[src/rtl/rwdf_pkg.sv]
// shared types and codes for the receive window duplicate filter
`timescale 1ns / 1ps

package rwdf_pkg;

	// frame kind codes
	localparam logic [2:0] KIND_INTEREST = 3'd0;
	localparam logic [2:0] KIND_DATA     = 3'd1;
	localparam logic [2:0] KIND_DACK     = 3'd2;
	localparam logic [2:0] KIND_ANNOUNCE = 3'd4;
	localparam logic [2:0] KIND_INJECT   = 3'd5;

	// drop cause codes
	localparam logic [2:0] CAUSE_NONE      = 3'd0;
	localparam logic [2:0] CAUSE_UNK_FLOW  = 3'd1;
	localparam logic [2:0] CAUSE_DUPLICATE = 3'd2;
	localparam logic [2:0] CAUSE_DACK      = 3'd3;
	localparam logic [2:0] CAUSE_UNK_KIND  = 3'd4;

	// serial divider step count, one quotient bit per cycle
	localparam int         DIV_CNT_W = 5;
	localparam logic [4:0] DIV_LAST  = 5'd31;

	// reciprocal shift used to reduce a sequence number modulo the window
	localparam int MOD_SHIFT = 24;

	typedef enum logic [1:0] {
		ST_IDLE,
		ST_LOOK,
		ST_EVAL,
		ST_DIV
	} state_t;

	typedef struct packed {
		logic        start;
		logic [31:0] dividend;
		logic [15:0] divisor;
	} div_req_t;

	typedef struct packed {
		logic        done;
		logic [31:0] quotient;
	} div_rsp_t;

endpackage

[src/rtl/rwdf_intf.sv]
// valid/ready channel interfaces for frame headers and filter results
`timescale 1ns / 1ps

interface rwdf_in_if;
	logic        valid;
	logic        ready;
	logic [2:0]  frame_kind;
	logic [3:0]  flow_index;
	logic        flow_known;
	logic [15:0] frame_seq;
	logic [31:0] arrival_tick;

	modport source (
		output valid, frame_kind, flow_index, flow_known, frame_seq, arrival_tick,
		input  ready
	);
	modport sink (
		input  valid, frame_kind, flow_index, flow_known, frame_seq, arrival_tick,
		output ready
	);
endinterface

interface rwdf_out_if;
	logic        valid;
	logic        ready;
	logic        deliver;
	logic [2:0]  drop_cause;
	logic [15:0] seq_out;
	logic [2:0]  kind_out;
	logic        spacing_updated;
	logic [31:0] spacing_value;

	modport source (
		output valid, deliver, drop_cause, seq_out, kind_out, spacing_updated,
		       spacing_value,
		input  ready
	);
	modport sink (
		input  valid, deliver, drop_cause, seq_out, kind_out, spacing_updated,
		       spacing_value,
		output ready
	);
endinterface

[src/rtl/rwdf_ram.sv]
// generic single-write, single-read synchronous ram with registered read
`timescale 1ns / 1ps

module rwdf_ram #(
	parameter int WIDTH = 8,
	parameter int DEPTH = 16
) (
	input  logic                                     clk,
	input  logic                                     we,
	input  logic [((DEPTH > 1) ? $clog2(DEPTH) : 1)-1:0] waddr,
	input  logic [WIDTH-1:0]                         wdata,
	input  logic [((DEPTH > 1) ? $clog2(DEPTH) : 1)-1:0] raddr,
	output logic [WIDTH-1:0]                         rdata
);

	logic [WIDTH-1:0] mem [DEPTH];

	// write port and registered read port
	always_ff @(posedge clk) begin
		if (we) begin
			mem[waddr] <= wdata;
		end
		rdata <= mem[raddr];
	end

endmodule

[src/rtl/rwdf_divider.sv]
// restoring serial divider, 32-bit dividend by 16-bit divisor
`timescale 1ns / 1ps

module rwdf_divider (
	input  logic               clk,
	input  logic               arst_n,
	input  rwdf_pkg::div_req_t req,
	output rwdf_pkg::div_rsp_t rsp
);
	import rwdf_pkg::*;

	logic                 busy_q;
	logic                 done_q;
	logic [DIV_CNT_W-1:0] cnt_q;
	logic [15:0]          rem_q;
	logic [31:0]          quo_q;
	logic [15:0]          dvs_q;
	logic [16:0]          trial;
	logic [16:0]          diff;
	logic                 ge;

	// one trial subtraction per cycle
	always_comb begin
		trial = {rem_q, quo_q[31]};
		diff  = trial - {1'b0, dvs_q};
		ge    = (trial >= {1'b0, dvs_q});
	end

	// step control
	always_ff @(posedge clk or negedge arst_n) begin
		if (!arst_n) begin
			busy_q <= 1'b0;
			done_q <= 1'b0;
			cnt_q  <= '0;
		end else if (req.start) begin
			busy_q <= 1'b1;
			done_q <= 1'b0;
			cnt_q  <= DIV_LAST;
		end else if (busy_q) begin
			cnt_q <= cnt_q - DIV_CNT_W'(1);
			if (cnt_q == '0) begin
				busy_q <= 1'b0;
				done_q <= 1'b1;
			end
		end
	end

	// partial remainder and quotient shift register
	always_ff @(posedge clk) begin
		if (req.start) begin
			rem_q <= '0;
			quo_q <= req.dividend;
			dvs_q <= req.divisor;
		end else if (busy_q) begin
			rem_q <= ge ? diff[15:0] : trial[15:0];
			quo_q <= {quo_q[30:0], ge};
		end
	end

	assign rsp.done     = done_q;
	assign rsp.quotient = quo_q;

endmodule

[src/rtl/rx_window_duplicate_filter.sv]
// receive window duplicate filter: a frame header is taken only in the idle state, then lookup and evaluation
// a data frame that computes its flow's tick spacing also waits in the divide state for the serial divider
// per-flow state sits in one ram entry; one read, then a write-back for a known, non-duplicate data frame
// the result register lets a new frame in while the last word waits to be taken
// reset clears control and the per-flow valid flags; an unwritten flow reads as all zero
`timescale 1ns / 1ps

module rx_window_duplicate_filter #(
	parameter int WINDOW_BITS = 64,
	parameter int FLOW_SLOTS  = 16
) (
	input  logic       clk,
	input  logic       arst_n,
	rwdf_in_if.sink    rx,
	rwdf_out_if.source res
);
	import rwdf_pkg::*;

	localparam int AW     = (FLOW_SLOTS > 1) ? $clog2(FLOW_SLOTS) : 1;
	localparam int PW     = $clog2(WINDOW_BITS);
	localparam int OFF_LAT = WINDOW_BITS;
	localparam int OFF_POS = OFF_LAT + 16;
	localparam int OFF_FT  = OFF_POS + PW;
	localparam int OFF_ST  = OFF_FT + 32;
	localparam int OFF_LS  = OFF_ST + 32;
	localparam int OFF_SP  = OFF_LS + 32 - 16;
	localparam int ENT_W   = OFF_SP + 32;
	localparam logic [23:0] MOD_RECIP =
		24'(((64'd1 << MOD_SHIFT) + 64'(WINDOW_BITS) - 64'd1) / 64'(WINDOW_BITS));
	localparam logic [15:0] WIN16 = 16'(WINDOW_BITS);

	state_t state_q, state_d;

	logic                 accept;
	logic [39:0]          quot_prod;
	logic [7:0]           idx_ext;
	logic                 in_range;
	logic [2:0]           kind_q;
	logic                 known_q;
	logic [15:0]          seq_q;
	logic [31:0]          tick_q;
	logic [AW-1:0]        addr_q;
	logic [15:0]          quot_q;
	logic [31:0]          quot_mul;
	logic [15:0]          seq_rem;
	logic [PW-1:0]        pos_q;
	logic [ENT_W-1:0]     ent_q;
	logic [ENT_W-1:0]     ram_rdata;
	logic [ENT_W-1:0]     ram_wdata;
	logic                 ram_we;
	logic [FLOW_SLOTS-1:0] valid_q;

	logic [WINDOW_BITS-1:0] bits_old, bits_new, clr_mask;
	logic [15:0]          lat_old, lat_new, gap, ls_old, ls_new;
	logic [PW-1:0]        lpos_old, lpos_new;
	logic [31:0]          ft_old, ft_new, st_old, st_new, sp_old, sp_new;
	logic [PW:0]          i_w, off;
	logic [16:0]          dseq;
	logic                 data_path, ahead, dup, mark, upd, div_need, wr_need;
	logic                 ev_deliver;
	logic [2:0]           ev_cause;
	logic [15:0]          ev_seq;
	logic [31:0]          ev_spacing;

	div_req_t div_req;
	div_rsp_t div_rsp;

	logic out_free, finish;
	logic        out_valid_q;
	logic        deliver_q;
	logic [2:0]  cause_q;
	logic [15:0] seq_out_q;
	logic [2:0]  kind_out_q;
	logic        upd_q;
	logic [31:0] spacing_q;

	// flow state memory
	rwdf_ram #(
		.WIDTH (ENT_W),
		.DEPTH (FLOW_SLOTS)
	) u_ram (
		.clk   (clk),
		.we    (ram_we),
		.waddr (addr_q),
		.wdata (ram_wdata),
		.raddr (idx_ext[AW-1:0]),
		.rdata (ram_rdata)
	);

	// spacing divider
	rwdf_divider u_div (
		.clk    (clk),
		.arst_n (arst_n),
		.req    (div_req),
		.rsp    (div_rsp)
	);

	// input decode and sequence modulo reduction by reciprocal
	always_comb begin
		accept    = rx.valid && rx.ready;
		idx_ext   = {4'b0000, rx.flow_index};
		in_range  = ({1'b0, idx_ext} < 9'(FLOW_SLOTS));
		quot_prod = {24'd0, rx.frame_seq} * {16'd0, MOD_RECIP};
		quot_mul  = 32'(quot_q) * 32'(WIN16);
		seq_rem   = seq_q - quot_mul[15:0];
	end

	// frame registers
	always_ff @(posedge clk) begin
		if (accept) begin
			kind_q  <= rx.frame_kind;
			known_q <= rx.flow_known && in_range;
			seq_q   <= rx.frame_seq;
			tick_q  <= rx.arrival_tick;
			addr_q  <= idx_ext[AW-1:0];
			quot_q  <= quot_prod[39:24];
		end
		if (state_q == ST_LOOK) begin
			ent_q <= valid_q[addr_q] ? ram_rdata : '0;
			pos_q <= seq_rem[PW-1:0];
		end
	end

	// entry fields
	always_comb begin
		bits_old = ent_q[WINDOW_BITS-1:0];
		lat_old  = ent_q[OFF_LAT +: 16];
		lpos_old = ent_q[OFF_POS +: PW];
		ft_old   = ent_q[OFF_FT +: 32];
		st_old   = ent_q[OFF_ST +: 32];
		ls_old   = ent_q[OFF_LS +: 16];
		sp_old   = ent_q[OFF_SP +: 32];
	end

	// window update: clear the gap, detect duplicates, mark the frame
	always_comb begin
		i_w      = '0;
		off      = '0;
		ahead    = (lat_old < seq_q);
		gap      = seq_q - lat_old;
		clr_mask = '0;
		for (int i = 0; i < WINDOW_BITS; i++) begin
			i_w = (PW+1)'(i);
			if (i_w > {1'b0, lpos_old}) begin
				off = i_w - {1'b0, lpos_old};
			end else begin
				off = i_w + (PW+1)'(WINDOW_BITS) - {1'b0, lpos_old};
			end
			clr_mask[i] = (16'(off) <= gap);
		end
		dup  = !ahead && bits_old[pos_q];
		mark = ahead || ((lat_old - seq_q) < WIN16);
		if (!ahead) begin
			bits_new = bits_old;
		end else if (gap >= WIN16) begin
			bits_new = '0;
		end else begin
			bits_new = bits_old & ~clr_mask;
		end
		if (mark) begin
			bits_new[pos_q] = 1'b1;
		end
		lat_new  = ahead ? seq_q : lat_old;
		lpos_new = ahead ? pos_q : lpos_old;
	end

	// tick spacing estimate and divider request
	always_comb begin
		dseq     = {1'b0, seq_q} - {1'b0, ls_old};
		ft_new   = ft_old;
		st_new   = st_old;
		upd      = 1'b0;
		if (ft_old == '0) begin
			ft_new = tick_q;
		end else if (st_old == '0) begin
			st_new = tick_q;
			ft_new = '0;
			upd    = !dseq[16] && (dseq != '0);
		end
		ls_new   = seq_q;
		sp_new   = upd ? div_rsp.quotient : sp_old;
		data_path = (kind_q == KIND_DATA) && known_q;
		div_need  = data_path && !dup && upd;
		wr_need   = data_path && !dup;
		ram_wdata = {sp_new, ls_new, st_new, ft_new, lpos_new, lat_new, bits_new};
		div_req.start    = (state_q == ST_EVAL) && div_need;
		div_req.dividend = tick_q - ft_old;
		div_req.divisor  = dseq[15:0];
	end

	// result classification
	always_comb begin
		ev_deliver = 1'b0;
		ev_cause   = CAUSE_NONE;
		ev_seq     = '0;
		ev_spacing = '0;
		unique case (kind_q)
			KIND_INTEREST, KIND_ANNOUNCE: begin
				ev_deliver = 1'b1;
			end
			KIND_INJECT: begin
				ev_deliver = 1'b1;
				ev_seq     = seq_q;
			end
			KIND_DACK: begin
				ev_cause = CAUSE_DACK;
			end
			KIND_DATA: begin
				if (!known_q) begin
					ev_cause = CAUSE_UNK_FLOW;
				end else if (dup) begin
					ev_cause   = CAUSE_DUPLICATE;
					ev_spacing = sp_old;
				end else begin
					ev_deliver = 1'b1;
					ev_seq     = seq_q;
					ev_spacing = sp_new;
				end
			end
			default: begin
				ev_cause = CAUSE_UNK_KIND;
			end
		endcase
	end

	// next state
	always_comb begin
		state_d = state_q;
		unique case (state_q)
			ST_IDLE: if (accept) state_d = ST_LOOK;
			ST_LOOK: state_d = ST_EVAL;
			ST_EVAL: begin
				if (div_need) begin
					state_d = ST_DIV;
				end else if (out_free) begin
					state_d = ST_IDLE;
				end
			end
			ST_DIV: if (div_rsp.done && out_free) state_d = ST_IDLE;
			default: state_d = ST_IDLE;
		endcase
	end

	// control outputs
	always_comb begin
		out_free      = !out_valid_q || res.ready;
		rx.ready      = (state_q == ST_IDLE);
		finish        = ((state_q == ST_EVAL) && !div_need && out_free) ||
		                ((state_q == ST_DIV) && div_rsp.done && out_free);
		ram_we        = finish && wr_need;
	end

	// state and flow valid flags
	always_ff @(posedge clk or negedge arst_n) begin
		if (!arst_n) begin
			state_q     <= ST_IDLE;
			valid_q     <= '0;
			out_valid_q <= 1'b0;
		end else begin
			state_q <= state_d;
			if (ram_we) begin
				valid_q[addr_q] <= 1'b1;
			end
			if (finish) begin
				out_valid_q <= 1'b1;
			end else if (res.ready) begin
				out_valid_q <= 1'b0;
			end
		end
	end

	// result word register
	always_ff @(posedge clk) begin
		if (finish) begin
			deliver_q  <= ev_deliver;
			cause_q    <= ev_cause;
			seq_out_q  <= ev_seq;
			kind_out_q <= kind_q;
			upd_q      <= div_need;
			spacing_q  <= ev_spacing;
		end
	end

	assign res.valid           = out_valid_q;
	assign res.deliver         = deliver_q;
	assign res.drop_cause      = cause_q;
	assign res.seq_out         = seq_out_q;
	assign res.kind_out        = kind_out_q;
	assign res.spacing_updated = upd_q;
	assign res.spacing_value   = spacing_q;

`ifndef SYNTHESIS
	// flow memory is written only when a frame finishes
	assert property (@(posedge clk) disable iff (!arst_n)
		ram_we |-> (state_q == ST_EVAL || state_q == ST_DIV))
		else $error("flow write outside evaluation");

	// an accepted word always goes to the lookup step
	assert property (@(posedge clk) disable iff (!arst_n)
		accept |=> (state_q == ST_LOOK))
		else $error("accepted word not looked up");

	// divider is started only from evaluation
	assert property (@(posedge clk) disable iff (!arst_n)
		div_req.start |-> (state_q == ST_EVAL))
		else $error("divider started outside evaluation");

	// a delivered word carries no drop cause, a dropped one does
	assert property (@(posedge clk) disable iff (!arst_n)
		res.valid |-> (res.deliver == (res.drop_cause == CAUSE_NONE)))
		else $error("deliver and drop cause disagree");

	// the spacing estimate is computed only by a delivered data word
	assert property (@(posedge clk) disable iff (!arst_n)
		(res.valid && res.spacing_updated) |-> (res.deliver && res.kind_out == KIND_DATA))
		else $error("spacing update on a word that was not delivered data");
`endif

endmodule

[src/flat_wrapper.sv]
// flat-port wrapper written by rule: the top's interface ports become plain ports
module rx_window_duplicate_filter_flat import rwdf_pkg::*;
#(
	parameter int WINDOW_BITS = 64,
	parameter int FLOW_SLOTS  = 16
)
  (clk, arst_n, rx_valid, rx_frame_kind, rx_flow_index, rx_flow_known, rx_frame_seq, rx_arrival_tick, rx_ready, res_valid, res_deliver, res_drop_cause, res_seq_out, res_kind_out, res_spacing_updated, res_spacing_value, res_ready);
  rwdf_in_if rx_i ();
  rwdf_out_if res_i ();
  input  logic clk;
  input  logic arst_n;
  input wire logic [$bits(rx_i.valid)-1:0] rx_valid;
  input wire logic [$bits(rx_i.frame_kind)-1:0] rx_frame_kind;
  input wire logic [$bits(rx_i.flow_index)-1:0] rx_flow_index;
  input wire logic [$bits(rx_i.flow_known)-1:0] rx_flow_known;
  input wire logic [$bits(rx_i.frame_seq)-1:0] rx_frame_seq;
  input wire logic [$bits(rx_i.arrival_tick)-1:0] rx_arrival_tick;
  output wire logic [$bits(rx_i.ready)-1:0] rx_ready;
  output wire logic [$bits(res_i.valid)-1:0] res_valid;
  output wire logic [$bits(res_i.deliver)-1:0] res_deliver;
  output wire logic [$bits(res_i.drop_cause)-1:0] res_drop_cause;
  output wire logic [$bits(res_i.seq_out)-1:0] res_seq_out;
  output wire logic [$bits(res_i.kind_out)-1:0] res_kind_out;
  output wire logic [$bits(res_i.spacing_updated)-1:0] res_spacing_updated;
  output wire logic [$bits(res_i.spacing_value)-1:0] res_spacing_value;
  input wire logic [$bits(res_i.ready)-1:0] res_ready;
  assign rx_i.valid = rx_valid;
  assign rx_i.frame_kind = rx_frame_kind;
  assign rx_i.flow_index = rx_flow_index;
  assign rx_i.flow_known = rx_flow_known;
  assign rx_i.frame_seq = rx_frame_seq;
  assign rx_i.arrival_tick = rx_arrival_tick;
  assign rx_ready = rx_i.ready;
  assign res_valid = res_i.valid;
  assign res_deliver = res_i.deliver;
  assign res_drop_cause = res_i.drop_cause;
  assign res_seq_out = res_i.seq_out;
  assign res_kind_out = res_i.kind_out;
  assign res_spacing_updated = res_i.spacing_updated;
  assign res_spacing_value = res_i.spacing_value;
  assign res_i.ready = res_ready;
  rx_window_duplicate_filter #(.WINDOW_BITS(WINDOW_BITS), .FLOW_SLOTS(FLOW_SLOTS)) u_core (.clk(clk), .arst_n(arst_n), .rx(rx_i), .res(res_i));
endmodule
[config.mk]
export PLATFORM = sky130hd
export DESIGN_NAME = rx_window_duplicate_filter_flat
export DESIGN_NICKNAME = d
export VERILOG_FILES = /design/src/rtl/rwdf_pkg.sv /design/src/rtl/rwdf_intf.sv /design/src/rtl/rwdf_ram.sv /design/src/rtl/rwdf_divider.sv /design/src/rtl/rx_window_duplicate_filter.sv /design/src/flat_wrapper.sv
export SDC_FILE = /design/constraint.sdc
export NUM_CORES = 2
export LEC_CHECK = 0
export BUFFER_PORTS_ARGS = -buffer_cell sky130_fd_sc_hd__buf_2
export CORE_MARGIN = 2
export CORE_UTILIZATION = 33
export DETAILED_ROUTE_END_ITERATION = 7
export PLACE_DENSITY = 0.53
export SETUP_SLACK_MARGIN = 0.4
export SYNTH_ARGS = -nofsm -noshare
export SYNTH_HDL_FRONTEND = slang
export SYNTH_SLANG_ARGS = --single-unit
[constraint.sdc]
create_clock -name clk -period 20.9 [get_ports clk]
set_input_delay 4.18 -clock clk [delete_from_list [all_inputs] [get_ports clk]]
set_output_delay 4.18 -clock clk [all_outputs]
set_load 0.005 [all_outputs]
==> results by group <==
Floorplan
  • Initial core utilization: 33.1%
  • Core Region: 0.463 mm²
  • Boundary pin count: 118
  • Rows: 250
  • Die height: 686 µm
  • Die width: 686 µm
  • Die area: 0.470 mm²

Route
  • Starting DRT DRC Count: 8651
  • Drt total wl: 422 mm
  • DR pass1 iterations: 7
  • DR DRC count: 0
  • Wire per inst: 28.7 µm
  • Via total after detailed routing: 78806
  • Routed Antenna Nets: 0
  • Post-DR vias/cell: 5.36

Layout
  • Layout cells sized above 1: 23.8%
  • Synth-to-layout area growth: 14.1%
  • Fill cells: 41715
  • Finished Core Util: 37.8%
  • Nets: 8577

GRT
  • Initial antenna violation count: 38
  • GRT Util Overall: 17.5%
  • Remaining global-route overflow: 0
  • First-pass GRT wire length: 599 mm
  • Vias in the first global route: 80665
  • Largest net degree at the start of global routing: 132

Synthesis
  • Gate Count Post-Synth: 7824
  • Syn nets: 8220
  • EDFF count, synth: 3532
  • Async SR Flop Fraction: 0.689%
  • Yosys cell types: 87
  • Yosys reg bits: 3772
  • YS warnings: 0
  • Cell Area, Synth: 0.153 mm²
  • Synth Area per Inst: 19.6 µm²
  • Dominant synthesized flop cell: edfxtp_1
  • Seq/Total Area, Yosys: 72.4%

Clock tree
  • CTS resizes: 0
  • Root Driver: clkbuf_16
  • Post-CTS Hold Buffers: 0
  • CTS H-tree lvls: 5
  • Max clock buf depth: 4
  • Post-CTS setup buffer count: 0
  • Total clock sinks: 3772
  • CTS tree: done
  • Clock Latency Late Sink: 0.98 ns
  • Clock transition at path regs: 0.06 ns
  • CTS Buf Count: 383

STA
  • Least-Margin Pin Slew: 1.38 ns
  • Final hold vios: 0
  • Final TNS setup: 0 ns
  • Worst Skew: 0.0791 ns
  • Unrepaired setup endpoints after global routing: false
  • Slew Viols, Final: 0
  • Final setup vio count: 0
  • Max Freq: 119 MHz
  • Max transition margin: 7.90%
  • Crit path time final: 8.40 ns
  • Final Cycle Share: 40.2%

Setup path
  • Worst reg2reg path depth: 16
  • Setup crit end kind: flip-flop
  • Reg2Reg Setup Slack: 12.57 ns
  • Crit path arrival time: 9.23 ns
  • CP max FO: 92
  • Reg2reg start: u_core.ls_new[1]
  • Critical path startpoint: rx_flow_index[0]
  • Worst EP required: 21.73 ns
  • Startpoint types: input pin
  • Setup crit end: u_core.u_ram.rdata[69]
  • Critical path class: in -> reg
  • R2r endpoint: u_core.u_ram.mem[2][129]

Pwr
  • Leakage Power: 0.0638 µW
  • Pwr Total: 15300 µW
  • Max IR drop VDD: 0.0662 mV
  • Cell area power density: 87.5 mW/mm²

Placement
  • Buffers on Ports: 117
  • Post-DP HPWL: 235 mm
  • Final GP Congestion: 0.883

Worst hold path
  • Hold_sp: u_core.valid_q[14]
  • Worst min path class: reg -> reg

Outcome
  • Status: finished, final reports clean

Run
  • Max cap viols: 0
==> flip-flops by register name (all words and copies together) (netlist names), 16 cells and up <==
register / flops
u_core.u_div.dvs_q: 16
u_core.ls_new: 16
u_core.tick_q: 32
u_core.valid_q: 16
u_core.res.spacing_value: 32
u_core.res.seq_out: 16
u_core.u_ram.mem: 3168
u_core.ent_q: 198
u_core.u_div.rem_q: 16
u_core.u_ram.rdata: 198
u_core.u_div.quo_q: 32
==> cell families after synthesis <==
| group | count (synthesis) | share of synthesized area [%] |
|---|---|---|
| muxes | 1102 | 15.4 |
| and+or+nand+nor | 918 | 3.10 |
| adders and majority gates | 336 | 2.76 |
| xor gates and xnor gates | 154 | 0.879 |
| AOI/OAI and AO/OA | 915 | 3.85 |
| DFF | 3772 | 72.4 |
| buffers and inverters | 627 | 1.61 |
==> worst min-delay path by stage <==
stage,endpoint,slack (ns),cells after the start
finish,u_core.valid_q[14],0.46,1
CTS,u_core.valid_q[6],0.46,1
global placement,u_core.valid_q[7],0.44,1
floorplan,u_core.valid_q[15],0.42,1
detailed placement,u_core.valid_q[6],0.45,1
global route,u_core.valid_q[15],0.47,1
==> critical path, cell delays in order <==
cell    delay (ns)
buf_12        0.46
buf_4         0.79
buf_4         0.76
buf_12        0.67
buf_4         0.86
mux4_2        0.61
mux4_2        0.48
==> area by class of cell <==
type	instances	area, µm²	area share, %
Antenna cell	7	17.5	0.0100
Clock buffer	536	10800	6.17
Clock inverter	185	1870	1.07
Inverter	246	923	0.528
Multi-Input combinational cell	3425	40100	22.9
Sequential cell	3772	111000	63.4
Tap cell	6174	7720	4.41
Timing Repair Buffer	353	2550	1.46
==> per-stage QoR <==
| stage | hold slack [ns] | cells | area [µm²] | setup slack (ns) |
|---|---|---|---|---|
| 2_1_floorplan | 0.423 | 7824 | 153000 | -3.69 |
| 3_3_place_gp | 0.444 | 13970 | 162000 | 11.27 |
| 3_5_place_dp | 0.451 | 13970 | 162000 | 11.24 |
| 4_1_cts | 0.464 | 14691 | 175000 | 12.29 |
| 5_1_grt | 0.471 | 14692 | 175000 | 11.93 |
| 6_report | 0.462 | 14698 | 175000 | 12.50 |
==> cells in the final DEF, fill, tap and decap left out, types with 51 or more instances in the layout <==
cell type,instances
xnor2_1,111
clkbuf_16,392
inv_1,241
clkinv_2,62
nand2_1,227
and2_1,228
ha_1,332
clkbuf_1,100
a21o_1,164
nand3_1,51
o22ai_1,55
clkinv_1,62
o21ai_0,176
buf_2,113
dfxtp_1,214
nor2_1,153
edfxtp_1,3532
buf_4,224
a21oi_1,232
mux4_2,996
mux2i_1,57
==> layer usage <==
metal	track usage, %	share of wire (%)
met1	25.1	44
met2	28.2	47
met3	2.58	6.6
met4	4.19	2.4
met5	0	0.0076
==> synthesized netlist by cell type, types with 33 or more instances <==
master       n  area [µm²]
clkbuf_1   260         976
a21oi_1    232        1160
and2_1     229        1430
o21ai_0    181         906
nor2b_1     37         231
a21o_1     165        1240
dfxtp_1    214        4280
xor2_1      40         350
ha_1       332        4150
inv_1      241         905
o22ai_1     57         357
mux2i_1     57         571
mux2_2      40         450
nor4_1      34         213
buf_1       84         315
nor2_1     157         589
nand3_1     51         255
nand2b_1    38         238
nor3_1      40         200
xnor2_1    114         998
mux4_2     997       22500
nand2_1    229         860
a31oi_1     33         206
edfxtp_1  3532      106000
==> where the power goes <==
group	switching (µW)	internal, µW	total, µW
Combinational	138	135	273
Sequential	8.87	8150	8160
Clock	2900	3980	6880
Total	3040	12300	15300
Power figures use the tool's default switching activity.
